`src/design/cmm_mem.sv`:
```
// Synchronous element memory with one write port and one registered read port.
`default_nettype none
module cmm_mem #(
    parameter int DEPTH  = 64,
    parameter int ADDR_W = 6,
    parameter int WIDTH  = 32
) (
    input  wire logic              clk,
    input  wire logic              we,
    input  wire logic [ADDR_W-1:0] waddr,
    input  wire logic [WIDTH-1:0]  wdata,
    input  wire logic [ADDR_W-1:0] raddr,
    output logic      [WIDTH-1:0]  rdata
);

    logic [WIDTH-1:0] mem [DEPTH];

    always_ff @(posedge clk)
    begin
        if (we)
        begin
            mem[waddr] <= wdata;
        end
    end

    always_ff @(posedge clk)
    begin
        rdata <= mem[raddr];
    end

endmodule
`default_nettype wire

```
`config.mk`:
```
export PLATFORM = sky130hd
export DESIGN_NAME = cmm_mem
export DESIGN_NICKNAME = d
export VERILOG_FILES = /design/src/design/cmm_mem.sv
export SDC_FILE = /design/constraint.sdc
export NUM_CORES = 2
export LEC_CHECK = 0
export CAP_MARGIN = 10
export CORE_MARGIN = 3
export CORE_UTILIZATION = 31
export DETAILED_ROUTE_END_ITERATION = 16
export DONT_BUFFER_PORTS = 1
export GPL_TIMING_DRIVEN = 0
export PLACE_DENSITY = 0.42
export REMOVE_ABC_BUFFERS = 1
export SETUP_SLACK_MARGIN = 0.15
export SLEW_MARGIN = 20
export SYNTH_ARGS = -nofsm -noshare
export SYNTH_HDL_FRONTEND = slang
export SYNTH_SLANG_ARGS = --single-unit
```
`constraint.sdc`:
```
create_clock -name clk -period 4.8 [get_ports clk]
set_input_delay 0.24 -clock clk [delete_from_list [all_inputs] [get_ports clk]]
set_output_delay 0.24 -clock clk [all_outputs]
set_load 0.005 [all_outputs]
```
==> impl_metrics.tcl <==
set metrics [dict create \
    status "complete, no violations" \
    fin_crit_ns 3.85 \
    drc 0 \
    grt_max_degree 387 \
    maxCapViolCount 0 \
    fin_crit_sh 0.803 \
    via_per_inst 5.07 \
    worstPathRequired_ns 5.41 \
    grt_pass1_wl_mm 311 \
    drt-total-wl_mm 224 \
    ctsRootBufferMaster "clkbuf_16" \
    via_count 36200 \
    drt_iter0_drc 3691 \
    coreArea_mm2 0.252 \
    antenna_found_initial 19 \
    synth_edf_count 2048 \
    worst_path_max_delay_cell "o22ai_1" \
    synth_top_area_share 0.783 \
    path_class "input port to flip-flop" \
    initial_utilization 0.312 \
    die_h_um 509 \
    cts_buffers 215 \
    cts.path.max_buffers 3 \
    dpl_cell_area_mm2 0.0859 \
    ir_drop_mv 0.324 \
    cts_sinks 2080 \
    synth_area_leaders "edfxtp_1 78%, mux4_2 16%, mux2i_1 1.2%" \
    drive_above_1_share 0.297 \
    setup_violations 0 \
    crit_top_cell "buf_16" \
    placed_cells 6646 \
    cts_max_level 4 \
    io_pins 78 \
    track_usage 0.173 \
    critical_path.startpoint_type "input port" \
    ant_nets 0 \
    synth-main-ff-cell "edfxtp_1" \
    fin_nets 3641 \
    cts_tree "yes" \
    pre_cts_slack_ns -0.0163 \
    ys_seq_area_frac 0.791 \
    endpoint_kind "flip-flop" \
    grt_pass1_vias 37400 \
    hold_path_class "input port to flip-flop" \
    fill_cells 22500 \
    routabilityCongestion 0.714 \
    worstSkewPairLatency_ns 0.84 \
    port_buffers 0 \
    powerDensity_mw_per_mm2 410 \
    dp_hpwl_mm 132 \
    max_freq_mhz 260 \
    syn_avg_cell_area_um2 23.6 \
    die-area_mm2 0.259 \
    slew_viol_final 0 \
    design_area_mm2 0.0944 \
    yosys.cell_types.count 34 \
    crit_path_max_incr_delay_ns 0.82 \
    die_x_um 509 \
    arrival_ns 4.46 \
    synthesis.instances 3324 \
    yosys.area.top_type "edfxtp_1" \
    dr.pass1.iters 5 \
    overflow 0 \
    final_cell_mix "2,048 x edfxtp_1, 544 x mux4_2, 227 x clkbuf_16" \
    rsz0062_at_grt "false" \
    syn_area_mm2 0.0785 \
    final_cells 7139 \
    layout_commonest_cell "edfxtp_1" \
    wl_per_cell_um 31.4 \
    cp_max_fo 102 \
    syn_to_final_growth_pct 20.2 \
    maxSlewHeadroom 0.189 \
    path_cells "buf_16 -> buf_16 -> buf_16 -> mux4_2 -> mux4_2 -> o22ai_1 -> nor2_1" \
    ys_async_sr_fraction 0 \
    clk_pin_slew_ns 0.06 \
    yosys_warnings 0 \
    final.setup.tns_ns 0 \
    whs_ns 0.0653 \
    ys_ff_latch 2080 \
    leakage_nw 29.0 \
    finalWorstSetupSlack_ns 0.948 \
    std_cell_rows 184 \
    finClkSkew_ns 0.0213 \
    worst_pin_slew_ns 1.22 \
    hold_viol_final 0 \
]
cell type report:
type                    instances  area (um^2)  area share
flip-flops and latches       2080        62100       0.658
multi-input cells            1062        16000       0.170
clock buffers                 285         5950      0.0630
repair buffers                236         4990      0.0529
well taps                    3348         4190      0.0444
clock inverters               120         1070      0.0113
diodes                          8         20.0    0.000212
power by group:
group / internal [W] / switching, W / total, W
registers: 0.0201 / 0.0000514 / 0.0202
clock network: 0.00965 / 0.00700 / 0.0166
logic: 0.000746 / 0.00115 / 0.00190
metal layers:
metal | GRT usage | part of all wire | vias to the layer above
met5 | 0 | 0 | -
met3 | 0.0276 | 0.047 | 281
met2 | 0.277 | 0.48 | 919
met1 | 0.247 | 0.45 | 20100
met4 | 0.0413 | 0.023 | 0
li1 | - | - | 14900
cells in the mapped netlist (3+ instances only):
library cell  instances
a311oi_1              8
buf_1                21
dfxtp_1              32
mux4_2              544
nor3_1                7
or3_1                 3
clkbuf_1             74
mux2i_1              93
a41o_1                4
and3_1                4
nor2_1              137
nand3b_1              5
buf_2                57
a21oi_1              62
or3b_2                3
edfxtp_1           2048
nand2_1              26
o32ai_1               4
a22oi_1              12
nand3_1               5
buf_4                25
o221ai_1             27
buf_6                 5
nor2b_1              15
nand2b_1              8
o22ai_1              84
final timing paths:
| check | cells after the start | slack (ns) | from | endpoint |
|---|---|---|---|---|
| worst max register to register | 4 | 1.92 | mem[15][18]$_DFFE_PP_ | rdata[18]$_DFF_P_ |
| worst min-delay path | 3 | 0.07 | raddr[2] | rdata[26]$_DFF_P_ |
| worst min register to register | 4 | 0.91 | mem[29][8]$_DFFE_PP_ | rdata[8]$_DFF_P_ |
| worst max-delay path | 7 | 0.95 | raddr[0] | rdata[2]$_DFF_P_ |
kinds of logic (layout without fill, tap and decap cells):
group,after synthesis,after routing,synth area share
flip-flops,2080,2080,0.791
multiplexers,637,637,0.168
AND/OR/NAND/NOR,223,223,0.0127
buffers and inverters,182,641,0.0113
AO/OA/AOI/OAI,202,202,0.0167
other,0,8,0
worst max-delay path, delay by kind of cell:
family                 cells  cell delay [ns]
AOI/OAI and AO/OA          1             0.82
buffers and inverters      3             1.58
muxes                      2             1.14
and+or+nand+nor            1             0.32
per-stage QoR:
stage	power [W]	utilization
2_1_floorplan	0.0213	-
3_3_place_gp	0.0217	0.325
3_5_place_dp	0.0219	0.341
4_1_cts	0.0391	0.375
5_1_grt	0.0400	0.375
6_report	0.0387	0.375
repair_timing:
action	in CTS	in global routing
buffers inserted	0	0
hold buffers	76	1
resized for setup	0	0
endpoints found under the hold margin	2137	3
registers in the layout, summed over array words and instances (netlist names):
signal / flops
mem: 2048
rdata: 32
Power figures use the tool's default switching activity.
