File: src/design/cmm_pkg.sv
// Shared types, constants and codes of the complex matrix multiplier.
`default_nettype none
package cmm_pkg;

    // Element and accumulator formats.
    localparam int DATA_WIDTH  = 16;
    localparam int ACC_WIDTH   = 40;
    localparam int MAX_DIM_DEF = 8;
    localparam int IDX_WIDTH   = 3;

    // Configuration port.
    localparam int CFG_IDX_W  = 3;
    localparam int CFG_DATA_W = 4;

    localparam logic [CFG_IDX_W-1:0] REG_ROWS_A      = 3'd0;
    localparam logic [CFG_IDX_W-1:0] REG_INNER_SIZE  = 3'd1;
    localparam logic [CFG_IDX_W-1:0] REG_COLS_B      = 3'd2;
    localparam logic [CFG_IDX_W-1:0] REG_REAL_ENABLE = 3'd3;
    localparam logic [CFG_IDX_W-1:0] REG_IMAG_ENABLE = 3'd4;

    // Command codes.
    localparam logic [1:0] CMD_LOAD_A  = 2'd0;
    localparam logic [1:0] CMD_LOAD_B  = 2'd1;
    localparam logic [1:0] CMD_COMPUTE = 2'd2;

    typedef struct packed {
        logic [1:0]                   command;
        logic [IDX_WIDTH-1:0]         row;
        logic [IDX_WIDTH-1:0]         col;
        logic signed [DATA_WIDTH-1:0] value_re;
        logic signed [DATA_WIDTH-1:0] value_im;
    } cmm_in_t;

    typedef struct packed {
        logic [IDX_WIDTH-1:0]        out_row;
        logic [IDX_WIDTH-1:0]        out_col;
        logic signed [ACC_WIDTH-1:0] out_re;
        logic signed [ACC_WIDTH-1:0] out_im;
        logic                        last;
    } cmm_out_t;

    // Travels with each memory read through the multiply-accumulate pipe.
    typedef struct packed {
        logic                 first_k;
        logic                 last_k;
        logic                 last_elem;
        logic [IDX_WIDTH-1:0] row;
        logic [IDX_WIDTH-1:0] col;
    } cmm_tag_t;

    typedef struct packed {
        logic use_re;
        logic use_im;
    } cmm_mode_t;

endpackage
`default_nettype wire

File: src/design/cmm_seq.sv
// Walks columns, rows and the inner index and issues the memory read addresses.
`default_nettype none
module cmm_seq #(
    parameter int MAX_DIM = 8,
    parameter int DIM_W   = 3,
    parameter int ADDR_W  = 6
) (
    input  wire logic                  clk,
    input  wire logic                  rst_n,
    input  wire logic                  go,
    input  wire logic [DIM_W-1:0]      nr_m1,
    input  wire logic [DIM_W-1:0]      nk_m1,
    input  wire logic [DIM_W-1:0]      nc_m1,
    output logic      [ADDR_W-1:0]     addr_a,
    output logic      [ADDR_W-1:0]     addr_b,
    output logic                       issue,
    output cmm_pkg::cmm_tag_t          tag
);
    import cmm_pkg::*;

    logic             active_reg;
    logic [DIM_W-1:0] c_reg;
    logic [DIM_W-1:0] r_reg;
    logic [DIM_W-1:0] k_reg;
    logic [6:0]       lin_a;
    logic [6:0]       lin_b;

    always_ff @(posedge clk or negedge rst_n)
    begin
        if (!rst_n)
        begin
            active_reg <= 1'b0;
            c_reg      <= '0;
            r_reg      <= '0;
            k_reg      <= '0;
        end
        else if (go)
        begin
            active_reg <= 1'b1;
            c_reg      <= '0;
            r_reg      <= '0;
            k_reg      <= '0;
        end
        else if (active_reg)
        begin
            if (k_reg == nk_m1)
            begin
                k_reg <= '0;
                if (r_reg == nr_m1)
                begin
                    r_reg <= '0;
                    if (c_reg == nc_m1)
                    begin
                        active_reg <= 1'b0;
                    end
                    else
                    begin
                        c_reg <= c_reg + 1'b1;
                    end
                end
                else
                begin
                    r_reg <= r_reg + 1'b1;
                end
            end
            else
            begin
                k_reg <= k_reg + 1'b1;
            end
        end
    end

    // A is addressed at (row, k), B at (k, col).
    assign lin_a  = 7'(r_reg) * 7'(MAX_DIM) + 7'(k_reg);
    assign lin_b  = 7'(k_reg) * 7'(MAX_DIM) + 7'(c_reg);
    assign addr_a = lin_a[ADDR_W-1:0];
    assign addr_b = lin_b[ADDR_W-1:0];
    assign issue  = active_reg;

    always_comb
    begin
        tag.first_k   = (k_reg == '0);
        tag.last_k    = (k_reg == nk_m1);
        tag.last_elem = (r_reg == nr_m1) && (c_reg == nc_m1);
        tag.row       = IDX_WIDTH'(r_reg);
        tag.col       = IDX_WIDTH'(c_reg);
    end

endmodule
`default_nettype wire

File: config.mk
export PLATFORM = sky130hd
export DESIGN_NAME = cmm_seq
export DESIGN_NICKNAME = d
export VERILOG_FILES = /design/src/design/cmm_pkg.sv /design/src/design/cmm_seq.sv
export SDC_FILE = /design/constraint.sdc
export NUM_CORES = 1
export LEC_CHECK = 0
export ABC_AREA = 1
export BUFFER_PORTS_ARGS = -buffer_cell sky130_fd_sc_hd__buf_2
export CORE_MARGIN = 2
export CORE_UTILIZATION = 45
export CTS_BUF_LIST = sky130_fd_sc_hd__clkbuf_8 sky130_fd_sc_hd__clkbuf_16
export DETAILED_ROUTE_END_ITERATION = 8
export GPL_TIMING_DRIVEN = 1
export PLACE_DENSITY = 0.74
export SLEW_MARGIN = 20
export SYNTH_ARGS = -nofsm -noshare
export SYNTH_HDL_FRONTEND = slang
export SYNTH_SLANG_ARGS = --single-unit
File: constraint.sdc
create_clock -name clk -period 2.5 [get_ports clk]
set_input_delay 0 -clock clk [delete_from_list [all_inputs] [get_ports clk]]
set_output_delay 0 -clock clk [all_outputs]
set_load 0.1 [all_outputs]
==> impl_metrics.tcl <==
set metrics [dict create \
    ant_nets 0 \
    avgViaCountPerCell 4.64 \
    post_cts_buffers 0 \
    irDropWorstVdd_uv 740 \
    hold_path_class "input port to register" \
    htreeDepth 1 \
    layout_common_cells "buf_2 (33), nand2_1 (23), inv_1 (14)" \
    finalHoldViolations 0 \
    status "complete, no violations" \
    p_leak_nw 0.544 \
    ios 34 \
    numPortBuffers 33 \
    rows 14 \
    ys_ff_latch 10 \
    cts.sinks 10 \
    finalWirelength_mm 1.50 \
    drt_iter0_drc 4 \
    grt_max_degree 11 \
    antennaDiodeCount 0 \
    end_kind "primary output" \
    period_share_pct 62.8 \
    post_cts_resized 0 \
    period_needed_ns 1.57 \
    antenna_found_initial 0 \
    clkLatencyLatePin_ns 0.24 \
    synth_cell_types 19 \
    fin_worst_skew_ns 0.00182 \
    crit_chain "xnor2_1 -> nand3_1 -> nor2_2 -> buf_2" \
    clock_path_buffers 2 \
    num_vias 659 \
    core-area_sq_mm 0.00154 \
    slowest_stage "buf_2" \
    grt_pass1_wl_mm 2.46 \
    power.density_mw_per_mm2 965 \
    fin_util_pct 61.0 \
    cts_root_buf "clkbuf_8" \
    cp.arrival_ns 1.57 \
    syn-num-nets 113 \
    overflow 0 \
    finalNonFillerCells 142 \
    drc 0 \
    avgSynthCellArea_sq_um 7.78 \
    track_usage_pct 17.4 \
    yosys_warnings 0 \
    dr.pass1.iters 3 \
    hold-worst-slack_ns 0.120 \
    final_net_count 143 \
    place_congestion 0.858 \
    cts_tree "yes" \
    drive_gt1_share_pct 37.3 \
    drv_cap 0 \
    maxSlewHeadroom_pct 67.4 \
    tightest_slew_ns 0.493 \
    hpwl_mm 1.22 \
    grt_pass1_vias 635 \
    cp.required_ns 2.50 \
    rsz0062_at_grt "no" \
    nFillCells 147 \
    areaGrowthSynthToFinish_pct 24.5 \
    post_drt_wl_per_cell_um 10.5 \
    start_util_pct 48.9 \
    worst_path_largest_cell_delay_ns 0.43 \
    setup_viol 0 \
    cts_buffers 3 \
    timing.final.max_slew_violations 0 \
    syn_inst 97 \
    max_freq_ghz 0.637 \
    dpl.cell_count 137 \
    synth.cell_area_sq_um 754 \
    fp.dieW_um 44.9 \
    finalSetupTns_ns 0 \
    yosysSeqAreaShare_pct 33.2 \
    crit_fanout 5 \
    mostFrequentLayoutCell "buf_2" \
    die_area_sq_mm 0.00202 \
    cp-start-kind "register" \
    clkTransAtPathRegs_ns 0.05 \
    worstSetupPathType "register to primary output" \
    fp.dieH_um 44.9 \
]
==> power breakdown <==
| group | total (mW) | leakage, nW | switching, mW | internal [mW] |
|---|---|---|---|---|
| logic | 0.494 | 0.385 | 0.411 | 0.0825 |
| registers | 0.209 | 0.130 | 0.0278 | 0.181 |
| clock network | 0.204 | 0.0288 | 0.0654 | 0.139 |
| total | 0.907 | 0.544 | 0.504 | 0.402 |
==> area by class of cell <==
class | count | area [sq um] | area share [%]
inverters | 15 | 56.3 | 5.99
flip-flops and latches | 10 | 250 | 26.6
multi-input cells | 63 | 383 | 40.7
repair buffers | 34 | 175 | 18.6
well taps | 16 | 20.0 | 2.13
clock buffers | 4 | 55.1 | 5.86
==> worst max-delay path, delay by kind of cell (launching register included) <==
| family | cells | cell delay, ns |
|---|---|---|
| xor gates and xnor gates | 1 | 0.20 |
| buffers and inverters | 1 | 0.43 |
| DFF | 1 | 0.42 |
| and+or+nand+nor | 2 | 0.29 |
==> cells in the mapped netlist, drive strengths merged <==
master | n | area (sq um)
inv | 15 | 56.3
nand3 | 9 | 62.6
dfrtp | 10 | 250
ha | 4 | 50.1
nand2 | 25 | 98.8
buf | 9 | 67.6
xnor2 | 6 | 60.1
a21oi | 3 | 26.3
xor2 | 2 | 17.5
nor2 | 8 | 35.0
o21ai | 6 | 30.0
==> through the flow <==
| step | worst slack [ns] | power [mW] | cell area, sq um |
|---|---|---|---|
| after floorplan | 0.0467 | 0.657 | 757 |
| after global placement | 1.21 | 0.702 | 875 |
| after detailed placement | 1.18 | 0.707 | 875 |
| after CTS | 0.920 | 0.914 | 940 |
| after global routing | 0.794 | 0.950 | 940 |
| final | 0.929 | 0.907 | 940 |
==> worst paths after layout <==
check / slack, ns / depth (start not counted) / end / from
setup / recovery: 0.93 / 4 / tag[6] / r_reg[1]
hold / removal: 0.12 / 4 / c_reg[1] / go
setup reg to reg: 1.20 / 8 / c_reg[1] / k_reg[0]
hold reg to reg: 0.56 / 2 / c_reg[1] / c_reg[1]
max in group asynchronous: 2.16 / 2 / k_reg[1] / rst_n
min in group asynchronous: 0.15 / 2 / r_reg[1] / rst_n
==> layer usage <==
metal,vias up,global-route usage [%],routed length (um)
met5,-,0,0
met4,0,8.82,15
met3,2,5.20,92
met2,21,30.6,738
met1,288,18.6,651
li1,348,-,-
==> repair_timing <==
item	CTS	global route
endpoints found under the setup margin	0	0
hold buffers	1	0
hold endpoints to repair	10	0
==> logic make-up after synthesis <==
kind of cell | synth area share (%)
AOI/OAI and AO/OA | 7.46
xor gates and xnor gates | 10.3
adders and majority gates | 6.63
buffers and inverters | 16.4
DFF | 33.2
and+or+nand+nor | 26.0
Note: power is estimated with default switching activity, not from simulation.
