===== config.mk =====
export PLATFORM = sky130hd
export DESIGN_NAME = cmm_mac
export DESIGN_NICKNAME = d
export VERILOG_FILES = /design/src/design/cmm_pkg.sv /design/src/design/cmm_mac.sv
export SDC_FILE = /design/constraint.sdc
export NUM_CORES = 2
export LEC_CHECK = 0
export ABC_AREA = 1
export BUFFER_PORTS_ARGS = -buffer_cell sky130_fd_sc_hd__buf_4
export CAP_MARGIN = 20
export CELL_PAD_IN_SITES_DETAIL_PLACEMENT = 1
export CELL_PAD_IN_SITES_GLOBAL_PLACEMENT = 2
export CORE_MARGIN = 5
export CORE_UTILIZATION = 41
export CTS_BUF_LIST = sky130_fd_sc_hd__clkbuf_4 sky130_fd_sc_hd__clkbuf_8
export DETAILED_ROUTE_END_ITERATION = 8
export PLACE_DENSITY_LB_ADDON = 0.1
export SLEW_MARGIN = 15
export SYNTH_ARGS = -nofsm -noshare
export SYNTH_HDL_FRONTEND = slang
export SYNTH_SLANG_ARGS = --single-unit

===== constraint.sdc =====
create_clock -name clk -period 5.4 [get_ports clk]
set_input_delay 0.54 -clock clk [delete_from_list [all_inputs] [get_ports clk]]
set_output_delay 0.54 -clock clk [all_outputs]
set_load 0.01 [all_outputs]

===== src/design/cmm_pkg.sv =====
// Shared types, constants and codes of the complex matrix multiplier.
`default_nettype none
package cmm_pkg;

    // Element and accumulator formats.
    localparam int DATA_WIDTH  = 16;
    localparam int ACC_WIDTH   = 40;
    localparam int MAX_DIM_DEF = 8;
    localparam int IDX_WIDTH   = 3;

    // Configuration port.
    localparam int CFG_IDX_W  = 3;
    localparam int CFG_DATA_W = 4;

    localparam logic [CFG_IDX_W-1:0] REG_ROWS_A      = 3'd0;
    localparam logic [CFG_IDX_W-1:0] REG_INNER_SIZE  = 3'd1;
    localparam logic [CFG_IDX_W-1:0] REG_COLS_B      = 3'd2;
    localparam logic [CFG_IDX_W-1:0] REG_REAL_ENABLE = 3'd3;
    localparam logic [CFG_IDX_W-1:0] REG_IMAG_ENABLE = 3'd4;

    // Command codes.
    localparam logic [1:0] CMD_LOAD_A  = 2'd0;
    localparam logic [1:0] CMD_LOAD_B  = 2'd1;
    localparam logic [1:0] CMD_COMPUTE = 2'd2;

    typedef struct packed {
        logic [1:0]                   command;
        logic [IDX_WIDTH-1:0]         row;
        logic [IDX_WIDTH-1:0]         col;
        logic signed [DATA_WIDTH-1:0] value_re;
        logic signed [DATA_WIDTH-1:0] value_im;
    } cmm_in_t;

    typedef struct packed {
        logic [IDX_WIDTH-1:0]        out_row;
        logic [IDX_WIDTH-1:0]        out_col;
        logic signed [ACC_WIDTH-1:0] out_re;
        logic signed [ACC_WIDTH-1:0] out_im;
        logic                        last;
    } cmm_out_t;

    // Travels with each memory read through the multiply-accumulate pipe.
    typedef struct packed {
        logic                 first_k;
        logic                 last_k;
        logic                 last_elem;
        logic [IDX_WIDTH-1:0] row;
        logic [IDX_WIDTH-1:0] col;
    } cmm_tag_t;

    typedef struct packed {
        logic use_re;
        logic use_im;
    } cmm_mode_t;

endpackage
`default_nettype wire


===== src/design/cmm_mac.sv =====
// Complex multiply-accumulate pipeline and the registered result word.
`default_nettype none
module cmm_mac (
    input  wire logic                                  clk,
    input  wire logic                                  rst_n,
    input  wire logic                                  issue,
    input  wire cmm_pkg::cmm_tag_t                     tag,
    input  wire cmm_pkg::cmm_mode_t                    mode,
    input  wire logic [2*cmm_pkg::DATA_WIDTH-1:0]      a_data,
    input  wire logic [2*cmm_pkg::DATA_WIDTH-1:0]      b_data,
    output logic                                       result_valid,
    output cmm_pkg::cmm_out_t                          result
);
    import cmm_pkg::*;

    localparam int PW = 2 * DATA_WIDTH;

    logic                          v1_reg;
    cmm_tag_t                      tag1_reg;
    logic                          v2_reg;
    cmm_tag_t                      tag2_reg;
    logic signed [PW-1:0]          p_rr_reg;
    logic signed [PW-1:0]          p_ii_reg;
    logic signed [PW-1:0]          p_ri_reg;
    logic signed [PW-1:0]          p_ir_reg;
    logic signed [ACC_WIDTH-1:0]   acc_re_reg;
    logic signed [ACC_WIDTH-1:0]   acc_im_reg;
    logic signed [DATA_WIDTH-1:0]  a_re;
    logic signed [DATA_WIDTH-1:0]  a_im;
    logic signed [DATA_WIDTH-1:0]  b_re;
    logic signed [DATA_WIDTH-1:0]  b_im;
    logic signed [ACC_WIDTH-1:0]   term_re;
    logic signed [ACC_WIDTH-1:0]   term_im;
    logic signed [ACC_WIDTH-1:0]   sum_re;
    logic signed [ACC_WIDTH-1:0]   sum_im;
    logic                          valid_reg;
    cmm_out_t                      result_reg;

    assign a_re = a_data[PW-1:DATA_WIDTH];
    assign a_im = a_data[DATA_WIDTH-1:0];
    assign b_re = b_data[PW-1:DATA_WIDTH];
    assign b_im = b_data[DATA_WIDTH-1:0];

    // Stage 1: memory data arrives in the cycle after the address.
    always_ff @(posedge clk or negedge rst_n)
    begin
        if (!rst_n)
        begin
            v1_reg <= 1'b0;
            v2_reg <= 1'b0;
        end
        else
        begin
            v1_reg <= issue;
            v2_reg <= v1_reg;
        end
    end

    always_ff @(posedge clk)
    begin
        tag1_reg <= tag;
        tag2_reg <= tag1_reg;
        p_rr_reg <= a_re * b_re;
        p_ii_reg <= a_im * b_im;
        p_ri_reg <= a_re * b_im;
        p_ir_reg <= a_im * b_re;
    end

    // In single-part modes the unused product drops out and the imaginary sum stays 0.
    always_comb
    begin
        term_re = (mode.use_re ? ACC_WIDTH'(p_rr_reg) : '0)
                - (mode.use_im ? ACC_WIDTH'(p_ii_reg) : '0);
        term_im = (mode.use_re && mode.use_im)
                ? ACC_WIDTH'(p_ri_reg) + ACC_WIDTH'(p_ir_reg) : '0;
        sum_re  = (tag2_reg.first_k ? '0 : acc_re_reg) + term_re;
        sum_im  = (tag2_reg.first_k ? '0 : acc_im_reg) + term_im;
    end

    always_ff @(posedge clk)
    begin
        if (v2_reg)
        begin
            acc_re_reg <= sum_re;
            acc_im_reg <= sum_im;
        end
        if (v2_reg && tag2_reg.last_k)
        begin
            result_reg.out_row <= tag2_reg.row;
            result_reg.out_col <= tag2_reg.col;
            result_reg.out_re  <= sum_re;
            result_reg.out_im  <= sum_im;
            result_reg.last    <= tag2_reg.last_elem;
        end
    end

    always_ff @(posedge clk or negedge rst_n)
    begin
        if (!rst_n)
        begin
            valid_reg <= 1'b0;
        end
        else
        begin
            valid_reg <= v2_reg && tag2_reg.last_k;
        end
    end

    assign result_valid = valid_reg;
    assign result       = result_reg;

endmodule
`default_nettype wire


==> flow_summary.toml <==
[timing]
fin_crit_ns = 5.29
final_hold_viol_count = 0
maxSlewHeadroom_pct = 30.4
rsz0062_at_grt = "true"
fin_tns_setup_ns = 0
max_freq_mhz = 189
timing.final.crit_share_pct = 97.9
finalSetupViolCount = 0
slew_violations = 0
finClkSkew_ns = 0.0304
worst_pin_slew_ns = 1.04

[grt]
grt_pass1_vias = 54300
grt_pass1_wl_um = 309000
antenna_found_initial = 6
grtUsageTotal_pct = 26.4
grt_max_degree = 57
overflow = 0

[die]
num_rows = 138
fp.dieW_um = 388
dieArea_um2 = 151000
coreArea_um2 = 142000
initial_core_util_pct = 41.3
ios = 166
die_h_um = 388

[yosys]
synthAdderAreaFrac_pct = 46.6
yosysSeqAreaShare_pct = 13.7
synth_xor_area_share_pct = 3.14
ys_ff_latch = 316
ys.flop_type = "edfxtp_1"
synth_area_per_cell_um2 = 8.01
synth_top_cell_by_area = "fa_1"
yosysUniqueCellTypes = 51
async_flop_share_pct = 0.949
synthSimpleGateAreaFrac_pct = 16.2
synth_nets = 8921
synth_top_area_share_pct = 37.2
synthTopCellsByArea = "fa_1 (37%), inv_1 (13%), nand2_1 (11%)"
synth.area.mux_share_pct = 0
synth_edf_count = 167
syn_area_um2 = 58600
synth_compound_area_share_pct = 5.62
yosysWarnings = 0
synthCells = 7315
synth_top_family_by_area = "adder cells"

[cts]
root_buffer = "clkbuf_8"
clockBufferDepth = 3
tritoncts = "yes"
clock_latency_ns = 0.74
cts_buffers = 67
cts_sinks = 316
cts_max_level = 3
path_clk_slew_ns = 0.06

[cells_and_area]
largest_reg_flops = 87
drive_gt1_share_pct = 15.1
seq_area_um2 = 8020
area_growth_pct = 19.7
nets = 9745
multi_input_area_um2 = 42300
fin_util_pct = 49.4
fillers = 17300

[critical_path]
required_ns = 6.04
startpoint_type = "primary input"
path_class = "in2reg"
crit_slowest_cell = "fa_2"
max_stage_delay_ns = 0.69
crit_chain = "buf_6 > buf_12 > nand2_1 > inv_1 > fa_2 > fa_2 > buf_12 > fa_1 > fa_1 > fa_1 > fa_1 > ha_1 > nand2_1 > buf_4 > nor3_2 > o21ai_0 > nand3_1 > xor2_1"
cp_num_buf_inv = 5
crit_family = "adder cells"
cpMostUsedCell = "fa_1"
cp_max_fo = 11
cp.arrival_ns = 5.93
endpoint_kind = "register"

[placement]
place.gp.congestion = 0.936
post-dp-hpwl_um = 171000
port_buffers = 165

[worst_hold_path]
hold_path.class = "in2async"

[routing]
dr_total_vias = 48500
wirelength_um = 196000
drtIter0Drc = 2546
wl_per_cell_um = 19.4
drc = 0
ant_nets = 0
dr.pass1.iters = 6
viasPerCell = 4.81

[run]
timing.max_cap.violations = 0

[outcome]
status = "finished clean"
## cell families after synthesis
| logic type | Yosys count |
|---|---|
| and+or+nand+nor | 2383 |
| buffers and inverters | 2306 |
| adders and majority gates | 1528 |
| AOI/OAI and AO/OA | 572 |
| DFF | 316 |
| xor gates and xnor gates | 210 |
## routing by layer
layer,up-vias,share of wire (%),routed length (um),global-route usage [%]
li1,23000,-,-,-
met1,24400,47,91200,37.4
met2,910,45,88700,42.2
met3,196,5.3,10300,4.18
met4,2,3.0,5840,7.59
met5,-,0.0036,7,0
## final cells by class
class	instances	share of cell area, %
Multi-Input combinational cell	4693	60.4
Sequential cell	316	11.4
Timing Repair Buffer	964	11.3
Inverter	2097	11.2
Tap cell	1890	3.37
Clock buffer	87	1.61
Clock inverter	34	0.589
Antenna cell	5	0.0178
## path summary, 6_finish.rpt
path | cells past startpoint | slack (ns) | from | end
worst max-delay path | 18 | 0.11 | b_data[19] | p_rr_reg[28]$_DFF_P_
max in group asynchronous | 2 | 5.14 | rst_n | v2_reg$_DFF_PN0_
worst min register to register | 0 | 0.31 | tag1_reg[0]$_DFF_P_ | tag2_reg[0]$_DFF_P_
min in group clk | 0 | 0.31 | tag1_reg[0]$_DFF_P_ | tag2_reg[0]$_DFF_P_
worst max register to register | 19 | 1.14 | p_ri_reg[25]$_DFF_P_ | result[38]$_DFFE_PP_
worst min-delay path | 2 | 0.15 | rst_n | result_valid$_DFF_PN0_
## placed cells by master, fill, tap and decap left out, drive strengths merged, types with 81 or more instances in the layout
cell    synthesis  layout
a21oi         268     268
buf             3     953
clkbuf        206      87
dfxtp         146     146
edfxtp        167     167
fa           1089    1089
ha            439     439
inv          2095    2099
nand2        1712    1712
nand3         140     140
nor2          415     415
o21ai         170     170
xnor2          81      81
xor2          129     129
## metrics by stage
step                instances  hold slack [ns]  setup slack (ns)  cell area, um^2
finish                  10100            0.151             0.113            70100
global route            10100            0.112           -0.0394            70100
CTS                     10100           0.0468           -0.0525            69500
detailed placement       9938            0.315             -1.10            67800
global placement         9938            0.310            -0.929            67800
floorplan                7315            0.244          -0.00668            58600
## repair_timing
item,in CTS,in global routing
hold buffers,11,0
buffers inserted,0,11
hold endpoints to repair,13,0
pin swaps,0,25
setup endpoints to repair,9,53
resized for setup,10,137
## Yosys cell counts, types with 4 or more instances
cell      count
inv_1      2092
nand2_1    1694
fa_1       1089
ha_1        439
nor2_1      400
a21oi_1     262
clkbuf_1    206
edfxtp_1    167
o21ai_0     149
dfxtp_1     146
nand3_1     136
xor2_1      129
xnor2_1      81
nor3_1       57
a21o_1       46
o21bai_1     33
nand4_1      31
nand2_2      18
nor2_2       15
o21ai_1      15
a31oi_1      14
o21a_1       11
nor3_2        8
a21boi_0      6
a21oi_2       6
o21ai_2       6
nor4_1        5
a211oi_1      4
and2_1        4
nand3_2       4
o31ai_1       4
Power is not shown: default switching activity piles up to over one toggle a cycle in this logic, so the estimate is an artifact.
